## src/design/psa_pkg.sv

```systemverilog
// ----------------------------------------------------------------------------
// psa_pkg
// Shared payload types for the prime sum accumulator.
// ----------------------------------------------------------------------------
`default_nettype none

package psa_pkg;

  localparam int unsigned DATA_W = 32;

  typedef struct packed {
    logic signed [DATA_W-1:0] value;
    logic                     last;
  } in_t;

  typedef struct packed {
    logic                     is_prime;
    logic signed [DATA_W-1:0] prime_sum;
    logic                     sum_final;
  } out_t;

endpackage

`default_nettype wire

```

## src/design/prime_sum_accumulator.sv

```systemverilog
// ----------------------------------------------------------------------------
// prime_sum_accumulator
// Trial-division primality test with a running sum of the primes found.
// ----------------------------------------------------------------------------
// One item is in work at a time and in_stall stays high until its result
// moves to the output register. A value below 2 goes straight to the done
// state. Otherwise each trial divisor takes a step that compares the
// divisor square with the value, then a pass through the bit-serial
// restoring remainder unit, which sets the rate. A prime is tried with every
// divisor d from 2 while d*d <= n; a composite stops at its smallest factor.
// The next item is taken while a finished result still waits at the output.
// ----------------------------------------------------------------------------
`default_nettype none

module prime_sum_accumulator #(
  parameter int unsigned VALUE_WIDTH = 32
) (
  input  wire logic         clk,
  input  wire logic         rst_n,
  input  wire logic         in_valid,
  output logic              in_stall,
  input  wire psa_pkg::in_t in_data,
  output logic              out_valid,
  input  wire logic         out_stall,
  output psa_pkg::out_t     out_data
);

  import psa_pkg::*;

  localparam int unsigned NW = VALUE_WIDTH - 1;
  localparam int unsigned DW = VALUE_WIDTH / 2 + 1;
  localparam int unsigned CW = $clog2(NW);

  localparam logic [1:0] S_IDLE  = 2'd0;
  localparam logic [1:0] S_CHECK = 2'd1;
  localparam logic [1:0] S_DIV   = 2'd2;
  localparam logic [1:0] S_DONE  = 2'd3;

  logic [1:0]             state_r, state_nxt;
  logic [NW-1:0]          n_r, n_nxt;
  logic [DW-1:0]          d_r, d_nxt;
  logic [VALUE_WIDTH-1:0] sq_r, sq_nxt;
  logic [DW-1:0]          rem_r, rem_nxt;
  logic [CW-1:0]          cnt_r, cnt_nxt;
  logic                   prime_r, prime_nxt;
  logic                   last_r, last_nxt;
  logic [VALUE_WIDTH-1:0] sum_r, sum_nxt;
  logic                   out_valid_r, out_valid_nxt;
  out_t                   out_data_r, out_data_nxt;

  logic [VALUE_WIDTH-1:0] in_v;
  logic                   cand;
  logic [DW:0]            trial;
  logic                   trial_ge;
  logic [DW-1:0]          rem_step;
  logic [VALUE_WIDTH-1:0] sum_new;
  logic                   load;

  assign in_v     = in_data.value[VALUE_WIDTH-1:0];
  assign cand     = !in_v[VALUE_WIDTH-1] && (in_v >= VALUE_WIDTH'(2));
  assign trial    = {rem_r, n_r[cnt_r]};
  assign trial_ge = trial >= {1'b0, d_r};
  assign rem_step = trial_ge ? DW'(trial - {1'b0, d_r}) : trial[DW-1:0];
  assign sum_new  = prime_r ? sum_r + {1'b0, n_r} : sum_r;
  assign load     = (state_r == S_DONE) && (!out_valid_r || !out_stall);

  assign in_stall  = (state_r != S_IDLE);
  assign out_valid = out_valid_r;
  assign out_data  = out_data_r;

  always_comb begin
    state_nxt     = state_r;
    n_nxt         = n_r;
    d_nxt         = d_r;
    sq_nxt        = sq_r;
    rem_nxt       = rem_r;
    cnt_nxt       = cnt_r;
    prime_nxt     = prime_r;
    last_nxt      = last_r;
    sum_nxt       = sum_r;
    out_valid_nxt = out_valid_r;
    out_data_nxt  = out_data_r;

    if (out_valid_r && !out_stall) begin
      out_valid_nxt = 1'b0;
    end

    case (state_r)
      S_IDLE: begin
        if (in_valid) begin
          n_nxt     = in_v[NW-1:0];
          last_nxt  = in_data.last;
          d_nxt     = DW'(2);
          sq_nxt    = VALUE_WIDTH'(4);
          prime_nxt = 1'b0;
          state_nxt = cand ? S_CHECK : S_DONE;
        end
      end
      S_CHECK: begin
        if (sq_r > {1'b0, n_r}) begin
          prime_nxt = 1'b1;
          state_nxt = S_DONE;
        end else begin
          rem_nxt   = '0;
          cnt_nxt   = CW'(NW - 1);
          state_nxt = S_DIV;
        end
      end
      S_DIV: begin
        rem_nxt = rem_step;
        cnt_nxt = cnt_r - 1'b1;
        if (cnt_r == '0) begin
          if (rem_step == '0) begin
            prime_nxt = 1'b0;
            state_nxt = S_DONE;
          end else begin
            d_nxt     = d_r + 1'b1;
            sq_nxt    = sq_r + VALUE_WIDTH'({d_r, 1'b1});
            state_nxt = S_CHECK;
          end
        end
      end
      S_DONE: begin
        if (load) begin
          out_valid_nxt          = 1'b1;
          out_data_nxt.is_prime  = prime_r;
          out_data_nxt.prime_sum = DATA_W'($signed(sum_new));
          out_data_nxt.sum_final = last_r;
          sum_nxt                = last_r ? '0 : sum_new;
          state_nxt              = S_IDLE;
        end
      end
      default: begin
        state_nxt = S_IDLE;
      end
    endcase
  end

  always_ff @(posedge clk) begin
    if (!rst_n) begin
      state_r     <= S_IDLE;
      sum_r       <= '0;
      out_valid_r <= 1'b0;
    end else begin
      state_r     <= state_nxt;
      sum_r       <= sum_nxt;
      out_valid_r <= out_valid_nxt;
    end
    n_r        <= n_nxt;
    d_r        <= d_nxt;
    sq_r       <= sq_nxt;
    rem_r      <= rem_nxt;
    cnt_r      <= cnt_nxt;
    prime_r    <= prime_nxt;
    last_r     <= last_nxt;
    out_data_r <= out_data_nxt;
  end

  a_square_tracks_divisor: assert property (@(posedge clk) disable iff (!rst_n)
    state_r == S_CHECK |-> sq_r == VALUE_WIDTH'(d_r) * VALUE_WIDTH'(d_r))
    else $error("divisor square out of step");

  a_rem_below_divisor: assert property (@(posedge clk) disable iff (!rst_n)
    state_r == S_DIV |-> rem_r < d_r)
    else $error("partial remainder not below divisor");

  a_divisor_from_two: assert property (@(posedge clk) disable iff (!rst_n)
    (state_r == S_CHECK || state_r == S_DIV) |-> d_r >= DW'(2))
    else $error("divisor below two");

  a_sum_clears_on_last: assert property (@(posedge clk) disable iff (!rst_n)
    load && last_r |=> sum_r == '0)
    else $error("sum not cleared after final transfer");

  a_load_fills_output: assert property (@(posedge clk) disable iff (!rst_n)
    load |=> out_valid_r && state_r == S_IDLE)
    else $error("result lost on load");

endmodule

`default_nettype wire
```

## config.mk

```make
export PLATFORM = sky130hd
export DESIGN_NAME = prime_sum_accumulator
export DESIGN_NICKNAME = d
export VERILOG_FILES = /design/src/design/psa_pkg.sv /design/src/design/prime_sum_accumulator.sv
export SDC_FILE = /design/constraint.sdc
export NUM_CORES = 1
export LEC_CHECK = 0
export BUFFER_PORTS_ARGS = -buffer_cell sky130_fd_sc_hd__buf_2
export CORE_MARGIN = 10
export CORE_UTILIZATION = 62
export DETAILED_ROUTE_END_ITERATION = 16
export GPL_TIMING_DRIVEN = 0
export PLACE_DENSITY_LB_ADDON = 0.15
export REMOVE_ABC_BUFFERS = 1
export SYNTH_ARGS = -nofsm -noshare
export SYNTH_HDL_FRONTEND = slang
export SYNTH_SLANG_ARGS = --single-unit
```

## constraint.sdc

```tcl
create_clock -name clk -period 9 [get_ports clk]
set_input_delay 1.8 -clock clk [delete_from_list [all_inputs] [get_ports clk]]
set_output_delay 1.8 -clock clk [all_outputs]
set_load 0.03 [all_outputs]
```

==> reports/qor.txt, run 1 <==
status -> finished, final reports clean
Mapped Area -> 11390 µm²
worst reg2reg path depth -> 17
r2r setup slk -> 3000 ps
gp weighted congestion -> 0.8953
WL final -> 26030 µm
Async SR Flop Fraction -> 0%
Hold/Removal Path Class -> register to register
DIE WIDTH -> 155.6 µm
IO Pins -> 73
Worst Tran Pin Value -> 1252 ps
Inserted Diodes -> 0
Iteration-0 DRC Markers -> 563
CORE AREA -> 18020 µm²
element type at the critical path end -> register
power per cell area -> 187.7 nW/µm²
H-tree levels -> 4
CP arrival -> 6140 ps
CTS tree -> done
final hold violation count -> 0
Overflow after GRT -> 0
Critical Path RT -> 9130 ps
Mean Syn Cell Area -> 10.18 µm²
Hold Buf Count CTS -> 0
min Tclk post-route -> 6001 ps
commonest register cell after synthesis -> edfxtp_1
Max VDD drop -> 0.1444 mV
ANT nets after route -> 0
row count -> 49
later-pin clock latency in the skew report -> 440 ps
worst rel slew slack -> 16.43%
Clock Skew -> 13.60 ps
Die ar. -> 24200 µm²
FF-to-FF Start -> cnt_r[0]
type of origin of the critical path -> register
vias per std cell -> 6.039
crit share post-route -> 66.68%
drt pass-1 iters -> 5
Final Slew Violations -> 0
DR vias -> 8618
DIE HEIGHT -> 155.6 µm
Root Buffer -> clkbuf_16
register bit total from synthesis -> 173
Reg clk slew, reported paths -> 70 ps
Setup-failing EPs final -> 0
cts repair resizes -> 0
DP HPWL -> 19580 µm
vias in the first global route -> 8614
Clock Sink Count -> 173
leakage -> 5.246 nW
largest net degree at the start of global routing -> 48
RSZ-0062 raised after global routing -> false
post-synthesis cell type count -> 75
Setup Crit Path Kind -> register to register
layout cell share with drive strength beyond 1 -> 14.19%
first-pass GRT wire length -> 43040 µm
CTS Buffer Depth -> 2
setup TNS -> 0 ps
Setup Buffers After CTS -> 0
Residual DRC -> 0
critical path peak fanout -> 26
Layout area overhead -> 11.11%
maxcap violations -> 0
Mapped Cells -> 1119
wire length per cell -> 18.24 µm
initial antenna violation count -> 0
# port buffers -> 72
Final Core Density -> 70.23%
end point of the critical path -> d_r[3]
GRT Util Overall -> 21.78%
worst setup path start -> cnt_r[0]
Net count, final -> 1323
Starting Density -> 63.20%
sequential area share after synthesis -> 42.53%
fmax -> 0.1666 GHz
worst r2r dst -> d_r[3]
CTS Buf Count -> 17
number of enable flip-flop cells after synthesis -> 138
synth warn -> 0
placed cells by master, fill, tap and decap left out, types with 9 or more instances in the layout:
cell type    n
nor3_1      18
a211oi_1    10
edfxtp_1   138
xor2_1      22
mux2i_1     13
inv_1       79
nor2b_1     11
o21ai_0     28
nand4_1     15
nor2_1     138
a21oi_1     68
a22oi_1     18
and3_1      13
and2_1      10
a21o_1      34
clkbuf_16   17
ha_1        98
buf_2       72
nand3_1     30
dfxtp_1     35
mux4_2       9
nand2_1     54
xnor2_1     62
mux2_2      28
o21a_1      10
a31oi_1      9
o21bai_1    11
nor4_1      13
synth_stat cells, types with 28 or more instances:
cell type / n / area share (%)
a21o_1: 34 / 2.2
a21oi_1: 68 / 3.0
dfxtp_1: 35 / 6.2
edfxtp_1: 138 / 36
ha_1: 98 / 11
inv_1: 80 / 2.6
mux2_2: 28 / 2.8
nand2_1: 54 / 1.8
nand3_1: 30 / 1.3
nor2_1: 138 / 4.5
o21ai_0: 28 / 1.2
xnor2_1: 62 / 4.8
worst min-delay path by stage:
stage               from  cells after the start   endpoint
2_1_floorplan  sum_r[27]                      2  sum_r[27]
3_3_place_gp   sum_r[27]                      2  sum_r[27]
4_1_cts        sum_r[27]                      2  sum_r[27]
3_5_place_dp   sum_r[27]                      2  sum_r[27]
5_1_grt        sum_r[27]                      2  sum_r[27]
6_report       sum_r[27]                      2  sum_r[27]
critical path: stages, from the launching register on:
cell and delay, ps:
edfxtp_1 770, mux4_2 620, mux4_2 490, mux2i_2 390, ha_1 250, inv_1 50, fa_1 430, a211oi_2 280
o21ai_2 160, a31o_2 260, a21oi_1 250, o21ai_2 160, buf_8 190, nand3_1 70, nor3_1 50, o211a_1 300
o21ai_4 690, buf_16 260
per-layer routing:
layer  part of all wire, %  track usage, %  up-vias
met1                    43           27.57     4069
met3                   6.5           4.604       34
met5                     0               0        -
met2                    49           36.75      221
li1                      -               -     4294
met4                   1.9           6.417        0
final cells by class:
cell class                      count  area (µm²)
Clock buffer                       21       470.5
Clock inverter                     11       130.1
Fill cell                        1331        5366
Inverter                           81       304.0
Multi-Input combinational cell    834        6145
Sequential cell                   173        4845
Tap cell                          229       286.5
Timing Repair Buffer               78       478.0
metrics by stage:
| step | worst slack [ps] | cell area (µm²) | std cells | total power, W | hold slack [ps] |
|---|---|---|---|---|---|
| floorplan | 2023 | 11270 | 1088 | 0.001467 | 444.0 |
| global placement | 261.3 | 11920 | 1389 | 0.001602 | 471.6 |
| detailed placement | 2946 | 12040 | 1394 | 0.001625 | 479.4 |
| CTS | 2937 | 12640 | 1426 | 0.002377 | 489.4 |
| global route | 2672 | 12660 | 1427 | 0.002496 | 517.6 |
| finish | 2999 | 12660 | 1427 | 0.002376 | 486.2 |
flip-flops by register name, indices dropped and copies added (netlist names):
register   flops
d_r           17
sq_r          32
state_r        2
n_r           31
last_r         1
sum_r         32
prime_r        1
out_valid      1
out_data      34
rem_r         17
cnt_r          5
logic make-up after synthesis:
kind of cell	after synthesis	synth area share, %
adders and majority gates	101	11.29
DFF	173	42.53
muxes	52	5.909
xor gates and xnor gates	84	6.458
AOI/OAI and AO/OA	257	15.65
and+or+nand+nor	340	14.42
buffers and inverters	112	3.745
where the power goes:
part           total, W  leakage, nW  switching (W)  internal (W)
Sequential      0.00101         1.59      0.0000657      0.000945
Combinational  0.000608         3.36       0.000351      0.000257
Clock          0.000757        0.295       0.000322      0.000435
Total           0.00238         5.25       0.000739       0.00164
No activity file was read; power rests on OpenSTA's default activity.
==> inputs of run 2 (changes only) <==
ABC_AREA = 1   (was unset)
clock period = 5.7 ns   (was 9 ns; I/O delays follow)
==> run 2 against run 1 <==
Flip-flop and latch count stayed put. Highest routed layer unchanged. Synthesized cell count is 40% higher. Sequential power is 91% higher. Largest cell class unchanged. Critical path type unchanged.
==> reports/qor.txt, run 2 <==
status -> finished, final reports clean
IO Pins -> 73 (unchanged)
power per cell area -> 422.9 nW/µm² (+130%)
DIE WIDTH -> 159.7 µm (+2.7%)
critical path peak fanout -> 22 (-15%)
CTS Buffer Depth -> 2 (unchanged)
Synth top cells by count -> nand2_1 (420), inv_1 (179), a21oi_1 (157)
Synth top area share -> 34.25% (-2.1 points)
Mean Syn Cell Area -> 7.706 µm² (-24%)
Hold/Removal Path Class -> register to register
Critical Path RT -> 5840 ps (-3290 ps)
CTS Buf Count -> 17 (unchanged)
Hold Buf Count CTS -> 0 (unchanged)
WL final -> 32270 µm (+24%)
element type at the critical path end -> register
RSZ-0062 raised after global routing -> false
drt pass-1 iters -> 6 (+1)
ANT nets after route -> 0 (unchanged)
Setup-failing EPs final -> 0 (unchanged)
fmax -> 0.2020 GHz (+21%)
slowest library cell on the worst path -> edfxtp_1
min Tclk post-route -> 4951 ps (-1050 ps)
Reg clk slew, reported paths -> 80 ps (about the same)
commonest register cell after synthesis -> edfxtp_1
Final Slew Violations -> 0 (unchanged)
synth warn -> 0 (unchanged)
maxcap violations -> 0 (unchanged)
later-pin clock latency in the skew report -> 450 ps (about the same)
leading cell types in the layout, fill and taps excluded -> nand2_1 (420), inv_1 (178), a21oi_1 (156)
worst rel slew slack -> 17.69% (+1.3 points)
register bit total from synthesis -> 173 (unchanged)
Mapped Cells -> 1570 (+40%)
post-synthesis cell type count -> 45 (-40%)
count leader, synth -> nand2_1
largest cells by area after synthesis -> edfxtp_1 (34%), nand2_1 (13%), ha_1 (10%)
sequential area share after synthesis -> 40.04% (-2.5 points)
initial antenna violation count -> 0 (unchanged)
post-route cell area -> 13410 µm² (+5.9%)
largest area contributor in the netlist -> edfxtp_1
DR vias -> 10970 (+27%)
DP HPWL -> 25090 µm (+28%)
Fillers -> 1628 (+22%)
wire length per cell -> 16.86 µm (-7.6%)
Max VDD drop -> 0.3057 mV (+110%)
Final Core Density -> 69.35% (-0.88 points)
Setup Crit Path Kind -> register to register
Post-Place Cell Area -> 12790 µm² (+6.2%)
H-tree levels -> 4 (unchanged)
first-pass GRT wire length -> 52010 µm (+21%)
CTS tree -> done
commonest non-fill, non-tap cell in the layout -> nand2_1
Overflow after GRT -> 0 (unchanged)
Setup Buffers After CTS -> 0 (unchanged)
largest net degree at the start of global routing -> 40 (-17%)
leakage -> 6.009 nW (+15%)
CORE AREA -> 19330 µm² (+7.3%)
GRT Util Overall -> 24.92% (+3.1 points)
max reg flops -> 34 (unchanged)
CP arrival -> 5090 ps (-1050 ps)
Clock Sink Count -> 173 (unchanged)
Root Buffer -> clkbuf_16
Net count, final -> 1774 (+34%)
Residual DRC -> 0 (unchanged)
# port buffers -> 72 (unchanged)
Layout area overhead -> 10.83%
Iteration-0 DRC Markers -> 710 (+26%)
Mapped Area -> 12100 µm² (+6.2%)
layout cell share with drive strength beyond 1 -> 9.278% (-4.9 points)
Die ar. -> 25500 µm² (+5.4%)
Worst Tran Pin Value -> 1233 ps (-18.90 ps)
vias per std cell -> 5.729 (-5.1%)
final hold violation count -> 0 (unchanged)
Inserted Diodes -> 0 (unchanged)
max incr delay on CP -> 760 ps (about the same)
Async SR Flop Fraction -> 0% (unchanged)
Starting Density -> 62.58% (-0.63 points)
row count -> 51 (+4.1%)
number of enable flip-flop cells after synthesis -> 138 (unchanged)
gp weighted congestion -> 0.9418 (+5.2%)
cts repair resizes -> 0 (unchanged)
vias in the first global route -> 10530 (+22%)
type of origin of the critical path -> register
crit share post-route -> 86.86% (+20 points)
DIE HEIGHT -> 159.7 µm (+2.7%)
Clock Skew -> 20.78 ps (+7.184 ps)
-- run 2: critical path, delay by kind of cell (launching register included) --
family | cells | cell delay, ps
AOI/OAI and AO/OA | 2 | 690
adders and majority gates | 2 | 640
buffers and inverters | 4 | 780
DFF | 1 | 760
and+or+nand+nor | 18 | 1790
-- run 2: routing by layer --
| metal | wire length, µm | part of all wire [%] | global-route usage (%) | vias up |
|---|---|---|---|---|
| met5 | 0 | 0 | 0 | - |
| met4 | 921 | 2.9 | 9.183 | 0 |
| met3 | 1851 | 5.7 | 4.139 | 58 |
| met2 | 16180 | 50 | 44.31 | 335 |
| met1 | 13320 | 41 | 29.57 | 5098 |
| li1 | - | - | - | 5474 |
-- run 2: area by class of cell --
class | count | area, µm² | area share (%)
clock inverter | 15 | 176.4 | 1.316
tap | 265 | 331.6 | 2.473
multi-input combinational | 1182 | 6470 | 48.25
clock buffer | 17 | 425.4 | 3.173
timing repair buffer | 76 | 462.9 | 3.452
sequential | 173 | 4845 | 36.13
inverter | 186 | 698.2 | 5.207
-- run 2: stage by stage --
step | hold slack [ps] | setup WS, ps | TNS (ps) | total power, W | std cells
after floorplan | 427.2 | 114.3 | 0 | 0.003772 | 1541
after global placement | 430.9 | -1977 | -151140 | 0.004359 | 1878
after detailed placement | 474.7 | 814.4 | 0 | 0.004471 | 1881
after CTS | 486.6 | 796.2 | 0 | 0.005646 | 1913
after global routing | 508.4 | 464.0 | 0 | 0.006102 | 1914
final | 483.1 | 749.0 | 0 | 0.005671 | 1914
-- run 2: final timing paths --
check | to | depth (start not counted) | slack, ps | start
max reg2reg | d_r[3] | 26 | 750 | cnt_r[0]
min reg2reg | sum_r[31] | 2 | 480 | sum_r[31]
min | sum_r[31] | 2 | 480 | sum_r[31]
max | d_r[3] | 26 | 750 | cnt_r[0]
-- run 2: kinds of logic (layout without fill, tap and decap cells) --
group	count (synthesis)	in the layout	synth area share, %
flip-flops	173	173	40.04
AND/OR/NAND/NOR	753	753	26.97
buffers and inverters	215	294	6.804
adder cells (fa/ha/maj)	101	101	10.63
XOR/XNOR	21	21	1.520
AO/OA/AOI/OAI	307	307	14.03
-- run 2: where the power goes --
group	switching, W	internal [W]
sequential	0.000233	0.00170
clock	0.000584	0.000589
combinational	0.00169	0.000868
total	0.00251	0.00316
==> inputs of run 3 (changes only) <==
BUFFER_PORTS_ARGS = unset   (was -buffer_cell sky130_fd_sc_hd__buf_2)
CORE_UTILIZATION = 65   (was 62)
DONT_BUFFER_PORTS = 1   (was unset)
clock period = 5.3 ns   (was 5.7 ns; I/O delays follow)
==> run 3 against run 2 <==
Power up 5.9%. Hold slack better by 5.9 ps. Design area down 3.4%. Routed wire length shrank 2.1%. Non-clock buffer count is 73 lower. Critical path depth shrank 2. Clock skew down 9.9 ps. Flip-flop and latch count unchanged. Critical path type unchanged. Critical endpoint is now d_r[2]. Largest cell class unchanged. Largest power group unchanged. Highest routed layer unchanged.
==> reports/qor.txt, run 3 (same netlist as run 2, synthesis figures left out) <==
Max VDD drop -> 0.3648 mV (+19%)
CTS Buf Count -> 17 (unchanged)
GRT Util Overall -> 25.69% (+0.78 points)
leakage -> 5.703 nW (-5.1%)
Clock Skew -> 10.92 ps (-9.861 ps)
Inserted Diodes -> 0 (unchanged)
maxcap violations -> 0 (unchanged)
DR vias -> 10710 (-2.3%)
internal power -> 0.003398 W (+7.6%)
Die ar. -> 24470 µm² (-4.0%)
layout cell share with drive strength beyond 1 -> 5.010% (-4.3 points)
DIE HEIGHT -> 156.4 µm (-2.0%)
type of origin of the critical path -> register
worst r2r dst -> d_r[2]
max incr delay on CP -> 760 ps (about the same)
vias per std cell -> 5.929 (+3.5%)
leading cell types in the layout, fill and taps excluded -> nand2_1 (420), inv_1 (178), a21oi_1 (156)
power per cell area -> 464.0 nW/µm² (+9.7%)
Hold Path Stages -> 2 (unchanged)
Setup Buffers After CTS -> 0 (unchanged)
worst reg2reg path depth -> 24 (-7.7%)
Iteration-0 DRC Markers -> 765 (+7.7%)
ANT nets after route -> 0 (unchanged)
Hold Buf Count CTS -> 0 (unchanged)
CORE AREA -> 18150 µm² (-6.1%)
Setup-failing EPs final -> 0 (unchanged)
Overflow after GRT -> 0 (unchanged)
row count -> 49 (-3.9%)
commonest non-fill, non-tap cell in the layout -> nand2_1
critical path's most frequent cell -> nand2_1
Worst Path Buf+Inv -> 5 (+1)
# port buffers -> 0 (-100%)
IO Pins -> 73 (unchanged)
Comb power frac -> 44.0% (-1.2 points)
CTS tree -> done
wire length per cell -> 17.50 µm (+3.8%)
crit share post-route -> 92.99% (+6.1 points)
Final Slew Violations -> 0 (unchanged)
Clock Sink Count -> 173 (unchanged)
final hold violation count -> 0 (unchanged)
slowest library cell on the worst path -> edfxtp_1
largest net degree at the start of global routing -> 40 (unchanged)
min Tclk post-route -> 4928 ps (-22.50 ps)
CP arrival -> 5120 ps (+30 ps)
chain of cells forming the critical path -> inv_2, nand2_1, nand3_1, nand3_1, nand2_1, nand2_1, nand3_1, nand2_1, ha_1, inv_1, fa_1, nand3_1, nand3_2, nand2_4, nand2_8, inv_2, nand2_1, nand2_1, inv_2, nor2_1, nand3_1, nor2_2, a21oi_4, buf_12
sequential share of power -> 35.4% (+1.3 points)
DP HPWL -> 24110 µm (-3.9%)
Root Buffer -> clkbuf_16
drt pass-1 iters -> 6 (unchanged)
vias in the first global route -> 10290 (-2.3%)
Residual DRC -> 0 (unchanged)
status -> finished, final reports clean
worst hold start -> sum_r[27]
final worst-path setup slack -> 371.5 ps (-377.5 ps)
first-pass GRT wire length -> 50510 µm (-2.9%)
critical path peak fanout -> 26 (+18%)
WHS Endpoint -> sum_r[27]
Critical Path RT -> 5490 ps (-350 ps)
Fillers -> 1474 (-9.5%)
DIE WIDTH -> 156.4 µm (-2.0%)
pre-CTS setup slack -> 329.7 ps (-484.7 ps)
clock share of power -> 20.6% (about the same)
Crit path max-delay family -> simple AND/OR/NAND/NOR gates
switching power -> 0.002610 W (+3.9%)
cts repair resizes -> 0 (unchanged)
Starting Density -> 66.67% (+4.1 points)
H-tree levels -> 4 (unchanged)
RSZ-0062 raised after global routing -> false
r2r setup slk -> 370 ps (-380 ps)
Hold/Removal Path Class -> register to register
setup TNS -> 0 ps (unchanged)
element type at the critical path end -> register
max reg flops -> 34 (unchanged)
Reg clk slew, reported paths -> 70 ps (about the same)
later-pin clock latency in the skew report -> 440 ps (about the same)
initial antenna violation count -> 0 (unchanged)
Worst Tran Pin Value -> 1241 ps (+7.345 ps)
worst rel slew slack -> 17.20% (-0.49 points)
WL final -> 31600 µm (-2.1%)
FF-to-FF Start -> cnt_r[0]
Layout area overhead -> 7.032%
fmax -> 0.2029 GHz (+0.46%)
Net count, final -> 1702 (-4.1%)
Setup Crit Path Kind -> register to register
CTS Buffer Depth -> 2 (unchanged)
gp weighted congestion -> 0.9841 (+4.5%)
switching share of power -> 43.45% (-0.85 points)
## run 3: changes by cell type in the layout (fill, tap and decap cells not counted), sizes merged
cell | before | now
clkinvlp | 1 | 0
buf | 76 | 3
clkinv | 12 | 8
clkbuf | 17 | 20
inv | 188 | 189
bufinv | 0 | 1
a21oi | 158 | 159
## run 3: per-stage QoR
step | hold slack (ps) | instances | instance area, µm² | total power (W) | util [%]
global route | 507.1 | 1806 | 12950 | 0.006454 | 71.36
floorplan | 427.2 | 1541 | 11970 | 0.004057 | -
finish | 489.0 | 1806 | 12950 | 0.006008 | 71.36
global placement | 430.5 | 1770 | 12260 | 0.004635 | 67.56
CTS | 487.2 | 1804 | 12920 | 0.005961 | 71.17
detailed placement | 476.2 | 1772 | 12340 | 0.004727 | 68.01
## run 3: final cells by class
class                      count  area [µm²]  area share [%]
clock buffer                  20       446.7           3.449
clock inverter                12       127.6          0.9855
inverter                     186       698.2           5.391
multi-input combinational   1183        6479           50.03
sequential                   173        4845           37.41
tap                          229       286.5           2.213
timing repair buffer           3       67.56          0.5217
## run 3: worst register-to-register path, delay by kind of cell (launching register included)
| family | cells | cell delay, ps |
|---|---|---|
| and+or+nand+nor | 16 | 2160 |
| adders and majority gates | 2 | 650 |
| DFF | 1 | 760 |
| buffers and inverters | 5 | 890 |
| AOI/OAI and AO/OA | 1 | 220 |
## run 3: worst max-delay path by stage
stage / from / cells after the start / to
after floorplan: cnt_r[0] / 22 / d_r[0]
after global placement: cnt_r[0] / 22 / d_r[0]
after detailed placement: cnt_r[0] / 23 / d_r[1]
after CTS: cnt_r[0] / 23 / sq_r[13]
after global routing: cnt_r[0] / 22 / sq_r[13]
final: cnt_r[0] / 24 / d_r[2]
## run 3: layer usage
layer	vias up	share of wire [%]	GRT usage, %
met1	4956	41	29.67
met5	-	0	0
met4	0	4.1	12.85
met3	85	6.0	5.099
met2	350	49	44.63
li1	5317	-	-
## run 3: power groups by stage
stage / Sequential, W / Combinational [W] / Clock (W)
final: 0.00213 / 0.00265 / 0.00124
after global routing: 0.00216 / 0.00301 / 0.00129
after CTS: 0.00212 / 0.00261 / 0.00124
after detailed placement: 0.00214 / 0.00258 / 0
after global placement: 0.00217 / 0.00246 / 0
after floorplan: 0.00207 / 0.00199 / 0
